--- src/sv/btk_pkg.sv ---
// Package for the bounded top-k score queue.
// Holds sizes, the heap entry type, action codes and sequencer states; no dependencies.
`timescale 1ns / 1ps
`default_nettype none
package btk_pkg;
   localparam int MAX_ENTRIES = 16;
   localparam int AW = $clog2(MAX_ENTRIES);
   localparam int CW = $clog2(MAX_ENTRIES + 1);
   localparam int SCORE_W = 17;
   localparam int TAG_W = 16;
   localparam int ENTRY_W = SCORE_W + TAG_W;

   typedef struct packed {
      logic [SCORE_W-1:0] score;
      logic [TAG_W-1:0] tag;
   } entry_type;

   typedef enum logic [1:0] {
      ACT_PUSH = 2'd0,
      ACT_POP = 2'd1,
      ACT_CLEAR = 2'd2,
      ACT_NONE = 2'd3
   } action_type;

   typedef enum logic [3:0] {
      ST_IDLE,
      ST_SU_RD,
      ST_SU_CMP,
      ST_SD_RL,
      ST_SD_RR,
      ST_SD_CMP,
      ST_POP_SCAN,
      ST_POP_LAST,
      ST_POP_MOVE,
      ST_HP_NEXT,
      ST_HP_LOAD,
      ST_FIN_SCAN,
      ST_FIN_OUT
   } state_type;
endpackage
`default_nettype wire

--- src/sv/bounded_top_k_score_queue_unit.sv ---
// Top level of the bounded top-k score queue: sequencer around a heap RAM.
// Depends on btk_pkg and btk_ram.
`timescale 1ns / 1ps
`default_nettype none
// The queue keeps the best-scoring entries, up to the capacity register, as a min-heap in
// one RAM with a registered read. Each transaction yields one response carrying the
// status after it. A push moves the new entry up the heap level by level, or, when the
// queue is full and the score beats the threshold, replaces the root and moves it down;
// it then scans all held entries for the best one and answers. A pop scans all entries,
// moves the last entry into the hole, rebuilds the heap by moving each parent node down
// and scans again. Capacity is written only while the queue is empty and idle.
module bounded_top_k_score_queue_unit
   import btk_pkg::*;
(
   input  wire logic        clock,
   input  wire logic        reset,
   input  wire logic        req_tvalid,
   output logic             req_tready,
   // action[1:0], score[18:2], tag[34:19], zero fill
   input  wire logic [39:0] req_tdata,
   output logic             rsp_tvalid,
   input  wire logic        rsp_tready,
   // accepted[0], popped_valid[1], popped_score[18:2], popped_tag[34:19], empty_error[35],
   // entry_count[40:36], best_valid[41], best_score[58:42], best_tag[74:59],
   // admit_threshold[91:75], is_full[92], zero fill
   output logic [95:0]      rsp_tdata,
   input  wire logic        csr_tvalid,
   output logic             csr_tready,
   // capacity[4:0], zero fill
   input  wire logic [7:0]  csr_tdata
);
   state_type state_ff, state_in;
   action_type act_ff, act_in;
   logic [CW-1:0] n_ff, n_in, cap_ff, cap_in, idx_ff, idx_in;
   logic [AW-1:0] pos_ff, pos_in, hi_ff, hi_in, bslot_ff, bslot_in;
   logic [SCORE_W-1:0] thr_ff, thr_in, root_ff, root_in;
   entry_type cur_ff, cur_in, ldata_ff, ldata_in, best_ff, best_in;
   entry_type pop_ff, pop_in;
   logic acc_ff, acc_in, pv_ff, pv_in, err_ff, err_in;
   logic rsp_valid_ff, rsp_valid_in;
   logic [95:0] rsp_data_ff, rsp_data_in;

   logic we;
   logic [AW-1:0] waddr, raddr;
   entry_type wdata, rd;
   logic [ENTRY_W-1:0] rdata_raw;

   logic [CW-1:0] l_idx;
   logic [CW:0] r_idx;
   logic r_ok;
   logic [AW-1:0] up_idx;
   entry_type req_entry;
   action_type req_act;
   logic [CW-1:0] csr_cap;
   entry_type sd_sel;
   logic [AW-1:0] sd_pos;
   logic scan_done;
   logic [SCORE_W-1:0] thr_new;
   entry_type best_out;

   btk_ram #(.WIDTH(ENTRY_W), .DEPTH(MAX_ENTRIES)) u_heap (
      .clock(clock), .we(we), .waddr(waddr), .wdata(wdata),
      .raddr(raddr), .rdata(rdata_raw)
   );

   assign rd = entry_type'(rdata_raw);
   assign req_act = action_type'(req_tdata[1:0]);
   assign req_entry = '{score: req_tdata[18:2], tag: req_tdata[34:19]};
   assign req_tready = (state_ff == ST_IDLE);
   assign csr_tready = (state_ff == ST_IDLE);
   assign rsp_tvalid = rsp_valid_ff;
   assign rsp_tdata = rsp_data_ff;

   assign l_idx = {pos_ff, 1'b1};
   assign r_idx = {1'b0, pos_ff, 1'b0} + (CW+1)'(2);
   assign r_ok = r_idx < {1'b0, n_ff};
   assign up_idx = AW'((pos_ff - AW'(1)) >> 1);
   assign scan_done = (idx_ff == n_ff);

   always_comb begin
      csr_cap = csr_tdata[CW-1:0];
      if (csr_cap == '0) begin
         csr_cap = CW'(1);
      end else if (csr_cap > CW'(MAX_ENTRIES)) begin
         csr_cap = CW'(MAX_ENTRIES);
      end
   end

   always_comb begin
      state_in = state_ff;
      act_in = act_ff;
      n_in = n_ff;
      cap_in = cap_ff;
      idx_in = idx_ff;
      pos_in = pos_ff;
      hi_in = hi_ff;
      bslot_in = bslot_ff;
      thr_in = thr_ff;
      root_in = root_ff;
      cur_in = cur_ff;
      ldata_in = ldata_ff;
      best_in = best_ff;
      pop_in = pop_ff;
      acc_in = acc_ff;
      pv_in = pv_ff;
      err_in = err_ff;
      rsp_valid_in = rsp_valid_ff && !rsp_tready;
      rsp_data_in = rsp_data_ff;
      we = 1'b0;
      waddr = pos_ff;
      wdata = cur_ff;
      raddr = idx_ff[AW-1:0];
      sd_sel = cur_ff;
      sd_pos = pos_ff;
      thr_new = '0;
      best_out = '0;

      if ((state_ff == ST_POP_SCAN || state_ff == ST_FIN_SCAN) && idx_ff != '0) begin
         if (idx_ff == CW'(1)) begin
            best_in = rd;
            bslot_in = '0;
            root_in = rd.score;
         end else if (rd.score > best_ff.score) begin
            best_in = rd;
            bslot_in = AW'(idx_ff - CW'(1));
         end
      end

      case (state_ff)
         ST_IDLE: begin
            if (csr_tvalid && n_ff == '0) begin
               cap_in = csr_cap;
            end
            if (req_tvalid) begin
               act_in = req_act;
               acc_in = 1'b0;
               pv_in = 1'b0;
               err_in = 1'b0;
               pop_in = '0;
               idx_in = '0;
               cur_in = req_entry;
               state_in = ST_FIN_SCAN;
               case (req_act)
                  ACT_PUSH: begin
                     if (n_ff >= cap_ff) begin
                        if (n_ff != '0 && req_entry.score > thr_ff) begin
                           acc_in = 1'b1;
                           pos_in = '0;
                           state_in = ST_SD_RL;
                        end
                     end else if (n_ff < CW'(MAX_ENTRIES)) begin
                        acc_in = 1'b1;
                        pos_in = n_ff[AW-1:0];
                        n_in = n_ff + CW'(1);
                        state_in = ST_SU_RD;
                     end
                  end
                  ACT_POP: begin
                     if (n_ff == '0) begin
                        err_in = 1'b1;
                     end else begin
                        state_in = ST_POP_SCAN;
                     end
                  end
                  ACT_CLEAR: begin
                     n_in = '0;
                  end
                  default: begin
                  end
               endcase
            end
         end
         ST_SU_RD: begin
            if (pos_ff == '0) begin
               we = 1'b1;
               state_in = ST_FIN_SCAN;
            end else begin
               raddr = up_idx;
               state_in = ST_SU_CMP;
            end
         end
         ST_SU_CMP: begin
            we = 1'b1;
            if (cur_ff.score < rd.score) begin
               wdata = rd;
               pos_in = up_idx;
               state_in = ST_SU_RD;
            end else begin
               state_in = ST_FIN_SCAN;
            end
         end
         ST_SD_RL: begin
            if (l_idx < n_ff) begin
               raddr = l_idx[AW-1:0];
               state_in = ST_SD_RR;
            end else begin
               we = 1'b1;
               state_in = (act_ff == ACT_POP) ? ST_HP_NEXT : ST_FIN_SCAN;
            end
         end
         ST_SD_RR: begin
            ldata_in = rd;
            raddr = r_idx[AW-1:0];
            state_in = ST_SD_CMP;
         end
         ST_SD_CMP: begin
            if (ldata_ff.score < cur_ff.score) begin
               sd_sel = ldata_ff;
               sd_pos = l_idx[AW-1:0];
            end
            if (r_ok && rd.score < sd_sel.score) begin
               sd_sel = rd;
               sd_pos = r_idx[AW-1:0];
            end
            we = 1'b1;
            if (sd_pos == pos_ff) begin
               state_in = (act_ff == ACT_POP) ? ST_HP_NEXT : ST_FIN_SCAN;
            end else begin
               wdata = sd_sel;
               pos_in = sd_pos;
               state_in = ST_SD_RL;
            end
         end
         ST_POP_SCAN: begin
            if (scan_done) begin
               state_in = ST_POP_LAST;
            end else begin
               idx_in = idx_ff + CW'(1);
            end
         end
         ST_POP_LAST: begin
            raddr = AW'(n_ff - CW'(1));
            state_in = ST_POP_MOVE;
         end
         ST_POP_MOVE: begin
            we = 1'b1;
            waddr = bslot_ff;
            wdata = rd;
            pv_in = 1'b1;
            pop_in = best_ff;
            n_in = n_ff - CW'(1);
            hi_in = AW'((n_ff - CW'(1)) >> 1);
            state_in = ST_HP_NEXT;
         end
         ST_HP_NEXT: begin
            if (hi_ff == '0) begin
               idx_in = '0;
               state_in = ST_FIN_SCAN;
            end else begin
               pos_in = hi_ff - AW'(1);
               raddr = hi_ff - AW'(1);
               hi_in = hi_ff - AW'(1);
               state_in = ST_HP_LOAD;
            end
         end
         ST_HP_LOAD: begin
            cur_in = rd;
            state_in = ST_SD_RL;
         end
         ST_FIN_SCAN: begin
            if (scan_done) begin
               state_in = ST_FIN_OUT;
            end else begin
               idx_in = idx_ff + CW'(1);
            end
         end
         ST_FIN_OUT: begin
            if (n_ff != '0 && n_ff >= cap_ff) begin
               thr_new = root_ff;
            end
            if (n_ff != '0) begin
               best_out = best_ff;
            end
            if (!rsp_valid_ff || rsp_tready) begin
               thr_in = thr_new;
               rsp_valid_in = 1'b1;
               rsp_data_in = {3'b000, (n_ff == cap_ff), thr_new, best_out.tag,
                              best_out.score, (n_ff != '0), n_ff, err_ff, pop_ff.tag,
                              pop_ff.score, pv_ff, acc_ff};
               state_in = ST_IDLE;
            end
         end
         default: begin
            state_in = ST_IDLE;
         end
      endcase
      if (state_ff == ST_SU_RD || state_ff == ST_SU_CMP || state_ff == ST_SD_RL ||
          state_ff == ST_SD_CMP || state_ff == ST_HP_NEXT) begin
         idx_in = '0;
      end
   end

   always_ff @(posedge clock) begin
      if (reset) begin
         state_ff <= ST_IDLE;
         n_ff <= '0;
         cap_ff <= CW'(MAX_ENTRIES);
         thr_ff <= '0;
         rsp_valid_ff <= 1'b0;
      end else begin
         state_ff <= state_in;
         n_ff <= n_in;
         cap_ff <= cap_in;
         thr_ff <= thr_in;
         rsp_valid_ff <= rsp_valid_in;
      end
   end

   always_ff @(posedge clock) begin
      act_ff <= act_in;
      idx_ff <= idx_in;
      pos_ff <= pos_in;
      hi_ff <= hi_in;
      bslot_ff <= bslot_in;
      root_ff <= root_in;
      cur_ff <= cur_in;
      ldata_ff <= ldata_in;
      best_ff <= best_in;
      pop_ff <= pop_in;
      acc_ff <= acc_in;
      pv_ff <= pv_in;
      err_ff <= err_in;
      rsp_data_ff <= rsp_data_in;
   end
endmodule
`default_nettype wire

--- src/sv/btk_ram.sv ---
// Generic single-port-write, single-port-read RAM with a registered read.
// Standalone; used for the heap storage.
`timescale 1ns / 1ps
`default_nettype none
module btk_ram #(
   parameter int WIDTH = 8,
   parameter int DEPTH = 16
) (
   input  wire logic                     clock,
   input  wire logic                     we,
   input  wire logic [$clog2(DEPTH)-1:0] waddr,
   input  wire logic [WIDTH-1:0]         wdata,
   input  wire logic [$clog2(DEPTH)-1:0] raddr,
   output logic      [WIDTH-1:0]         rdata
);
   logic [WIDTH-1:0] mem [DEPTH];

   always_ff @(posedge clock) begin
      if (we) begin
         mem[waddr] <= wdata;
      end
      rdata <= mem[raddr];
   end
endmodule
`default_nettype wire
--- config.mk ---
export PLATFORM = sky130hd
export DESIGN_NAME = bounded_top_k_score_queue_unit
export DESIGN_NICKNAME = d
export VERILOG_FILES = /design/src/sv/btk_pkg.sv /design/src/sv/bounded_top_k_score_queue_unit.sv /design/src/sv/btk_ram.sv
export SDC_FILE = /design/constraint.sdc
export NUM_CORES = 1
export LEC_CHECK = 0
export ABC_CLOCK_PERIOD_IN_PS = 14000
export BUFFER_PORTS_ARGS = -buffer_cell sky130_fd_sc_hd__buf_2
export CAP_MARGIN = 20
export CORE_ASPECT_RATIO = 0.8
export CORE_MARGIN = 2
export CORE_UTILIZATION = 38
export CTS_CLUSTER_SIZE = 14
export DETAILED_ROUTE_END_ITERATION = 10
export GPL_TIMING_DRIVEN = 0
export MAX_ROUTING_LAYER = met4
export PLACE_DENSITY = 0.5
export SYNTH_ARGS = -nofsm -noshare
export SYNTH_HDL_FRONTEND = slang
export SYNTH_SLANG_ARGS = --single-unit
--- constraint.sdc ---
create_clock -name clock -period 14 [get_ports clock]
set_input_delay 2.8 -clock clock [delete_from_list [all_inputs] [get_ports clock]]
set_output_delay 2.8 -clock clock [all_outputs]
set_load 0.01 [all_outputs]
==> summary.txt <==
Status
  – Status: finished clean

STA
  – Fin Clk Skew: 0.0565 ns
  – Worst-margin pin slew: 1.11 ns
  – Final Hold Fails: 0
  – Unrepaired setup endpoints after global routing: false
  – Relative slew slack: 26.3%
  – Setup TNS: 0 ns
  – Max Clk Rate: 119 MHz
  – Final setup violating endpoints: 0
  – Final period util: 59.9%
  – Min Clock Period, post-route: 8.38 ns
  – Final worst setup slack: 5.62 ns
  – Hold slack final: 0.383 ns
  – Max Slew Vio Count: 0

Yosys
  – Largest area contributor in the netlist: edfxtp_1
  – Primary FF master, synth: edfxtp_1
  – Synthesized instance count: 2464
  – Area contributors post-synth: edfxtp_1 64%, mux2i_1 11%, dfxtp_1 3.8%
  – EDFF count, synth: 787
  – Synth top area share: 63.9%
  – Post-Syn Area: 0.0370 mm²
  – Async SR Flop Fraction: 0%
  – #FFs+latches synth: 857
  – Synth cell types: 73
  – Avg Inst Size Synth: 15.0 µm²
  – Number of synthesis warnings: 0
  – Register area share after synthesis: 67.7%

Worst setup path
  – CP Class: reg -> reg
  – Maximum fanout along the worst path: 16
  – Reg2reg setup slack: 5.62 ns
  – CP required: 14.31 ns
  – Slowest stage delay, CP: 0.84 ns
  – Worst setup SP type: register
  – Slowest cell on crit path: o21ai_1
  – Arrival @ worst endpoint: 8.69 ns
  – Crit path buffers/inverters: 5
  – Worst-path cell chain: inv_1 > ha_1 > a21o_1 > a221o_1 > a21oi_2 > nand2_1 > clkinv_1 > buf_2 > buf_1 > a21oi_1 > ha_1 > nand3_1 > nor2_1 > nand2_1 > or3_1 > a41o_1 > o21ai_2 > mux2i_1 > xnor2_1 > o31a_1 > buf_2 > o21ai_1
  – Delay-heaviest family, CP: compound AO/OA/AOI/OAI gates
  – CP endpoint kind: register

GRT
  – Antenna violations before repair: 2
  – Number of global-route vias before repair: 21531
  – Largest net degree at the start of global routing: 67
  – Tot GR Track Use: 20.8%
  – Global route overflow: 0
  – Global-route wire length before repair: 148000 µm

Layout
  – Register area: 0.0250 mm²
  – Filler cells: 8635
  – Area of the multi-input gates: 0.0110 mm²
  – Area added between synthesis and finish: 16.8%
  – Share of cells above drive strength 1: 17.9%
  – Nets: 2903

Route
  – Final ANT Viol Nets: 0
  – Vias: 21773
  – Drt pass-1 iters: 5
  – Routed WL: 102000 µm
  – Post-route DRC violation count: 0
  – WL/cell: 24.7 µm
  – Detailed Route Iter0 Violations: 1916
  – Via density: 5.28

Clock network
  – Cts bufs inserted: 88
  – PostCTS Resize Cnt: 0
  – CTS H-tree depth: 3
  – Root buf cell: clkbuf_16
  – Clock sinks: 857
  – Post CTS Setup Buffer Count: 0
  – Reg clk slew, reported paths: 0.06 ns
  – Worst skew pair latency: 0.67 ns
  – Cts hold-fix bufs: 0
  – CTS tree: yes
  – Clk buf depth: 3

Power
  – Largest vdd supply drop: 0.135 mV
  – Final Power: 10.7 mW
  – Lkg Pwr: 16.7 nW
  – Pwr dens: 248 mW/mm²

Placement
  – IO Port Bufs: 140
  – RD Place Congestion: 0.911
  – DP Worst Slack: 5.71 ns
  – Dpl hpwl: 72800 µm

Floorplanning
  – Die Span Y: 283 µm
  – I/O pin count: 152
  – Die area: 0.0999 mm²
  – Die X: 353 µm
  – Initial Utilization: 38.3%
  – Row cnt: 102
  – Core ar.: 0.0966 mm²

Flow run
  – # Max-Cap Violations: 0

Hold path
  – Worst hold path class: reg -> reg
-- synth_stat cells, types with 4 or more instances --
cell       number
buf_1           6
buf_2          36
o21ai_0        69
a31oi_1         8
o2111ai_2       4
mux4_2         33
nor3_1         21
o21a_1          7
o21ai_1        30
o22ai_1         4
o211ai_1        5
nand2b_1       11
edfxtp_1      787
nand2_1       131
mux2_2         33
and3_1         40
nor2_1        110
and2_1         24
nand3_1        17
a221o_1         5
xor2_1          7
a22oi_1        27
a2111oi_0       4
or3b_2          7
buf_6          15
ha_1          105
dfxtp_1        70
mux2i_1       401
nand4_1        16
a21oi_1       138
inv_1         113
a221oi_1        7
buf_4          12
or3_1           5
a21o_1         19
clkbuf_1       52
xnor2_1        15
nor2b_1        13
-- logic make-up (layout without fill, tap and decap cells) --
group	count (synthesis)	in the layout	synth area share [%]
other	1	4	0.0101
XOR/XNOR	22	22	0.521
adder cells (fa/ha/maj)	105	105	3.55
AO/OA/AOI/OAI	357	357	5.96
flip-flops	857	857	67.7
multiplexers	467	467	13.9
buffers and inverters	240	593	2.98
AND/OR/NAND/NOR	415	415	5.42
-- path summary, 6_finish.rpt --
kind,startpoint,to,cells after the start
worst max-delay path,cur_ff[26],u_heap.mem[2][2],22
worst max register to register,cur_ff[26],u_heap.mem[2][2],22
worst min-delay path,pop_ff[23],rsp_tdata[9],0
worst min register to register,pop_ff[23],rsp_tdata[9],0
-- cells in the final DEF, fill, tap and decap left out, types with 7 or more instances in the layout --
cell type | synthesis | routed
a21o_1 | 19 | 19
a21oi_1 | 138 | 138
a22oi_1 | 27 | 27
a31oi_1 | 8 | 8
and2_1 | 24 | 24
and3_1 | 40 | 40
buf_12 | 0 | 17
buf_2 | 36 | 176
buf_4 | 12 | 24
buf_6 | 15 | 28
bufinv_16 | 0 | 12
clkbuf_1 | 52 | 70
clkbuf_16 | 0 | 89
clkinv_1 | 3 | 16
clkinv_2 | 0 | 19
dfxtp_1 | 70 | 70
edfxtp_1 | 787 | 787
ha_1 | 105 | 105
inv_1 | 113 | 113
mux2_2 | 33 | 33
mux2i_1 | 401 | 401
mux4_2 | 33 | 33
nand2_1 | 131 | 130
nand2b_1 | 11 | 11
nand3_1 | 17 | 17
nand4_1 | 16 | 16
nor2_1 | 110 | 94
nor2_4 | 0 | 16
nor2b_1 | 13 | 13
nor3_1 | 21 | 20
o21a_1 | 7 | 7
o21ai_0 | 69 | 68
o21ai_1 | 30 | 30
or3b_2 | 7 | 7
xnor2_1 | 15 | 15
xor2_1 | 7 | 7
-- per-layer routing --
| layer | vias up | track usage [%] | part of all wire, % |
|---|---|---|---|
| li1 | 9945 | - | - |
| met4 | 0 | 4.85 | 2.1 |
| met2 | 635 | 31.0 | 45 |
| met5 | - | - | 0 |
| met1 | 11057 | 29.7 | 47 |
| met3 | 136 | 3.68 | 5.7 |
-- per-stage QoR --
stage | instances | util, % | area (µm²)
floorplan | 2466 | - | 37000
global placement | 3906 | 40.7 | 39300
detailed placement | 3941 | 41.5 | 40100
CTS | 4105 | 44.6 | 43100
global route | 4120 | 44.7 | 43200
finish | 4120 | 44.7 | 43200
-- registers in the layout, indices dropped and copies added (netlist names), 2 cells and up --
| signal | cells |
|---|---|
| pop_ff | 33 |
| thr_ff | 17 |
| idx_ff | 5 |
| best_ff | 33 |
| bslot_ff | 4 |
| u_heap.mem | 528 |
| cur_ff | 33 |
| ldata_ff | 33 |
| hi_ff | 4 |
| act_ff | 2 |
| state_ff | 4 |
| root_ff | 17 |
| pos_ff | 4 |
| n_ff | 5 |
| rsp_tdata | 93 |
| cap_ff | 5 |
| u_heap.rdata | 33 |
-- area by class of cell --
type	instances	share of cell area (%)
diodes	1	0.00579
plain buffers	121	1.53
clock buffers	109	5.35
clock inverters	55	1.54
inverters	119	1.03
multi-input cells	1369	25.5
flip-flops and latches	857	57.9
well taps	1300	3.76
repair buffers	189	3.34
-- worst reg2reg max path, cell delays in order (launching register included) --
cell and delay [ns]:
edfxtp_1 0.40, inv_1 0.14, ha_1 0.27, a21o_1 0.19
a221o_1 0.34, a21oi_2 0.57, nand2_1 0.47, clkinv_1 0.35
buf_2 0.32, buf_1 0.63, a21oi_1 0.31, ha_1 0.37
nand3_1 0.11, nor2_1 0.11, nand2_1 0.15, or3_1 0.41
a41o_1 0.25, o21ai_2 0.37, mux2i_1 0.47, xnor2_1 0.15
o31a_1 0.50, buf_2 0.33, o21ai_1 0.85
-- power by group --
part           internal, mW  switching (mW)  leakage (nW)
Sequential             3.70           0.254          7.73
Combinational          1.53            2.80          7.52
Clock                  1.41            1.01          1.45
(Power assumes the default switching activity.)
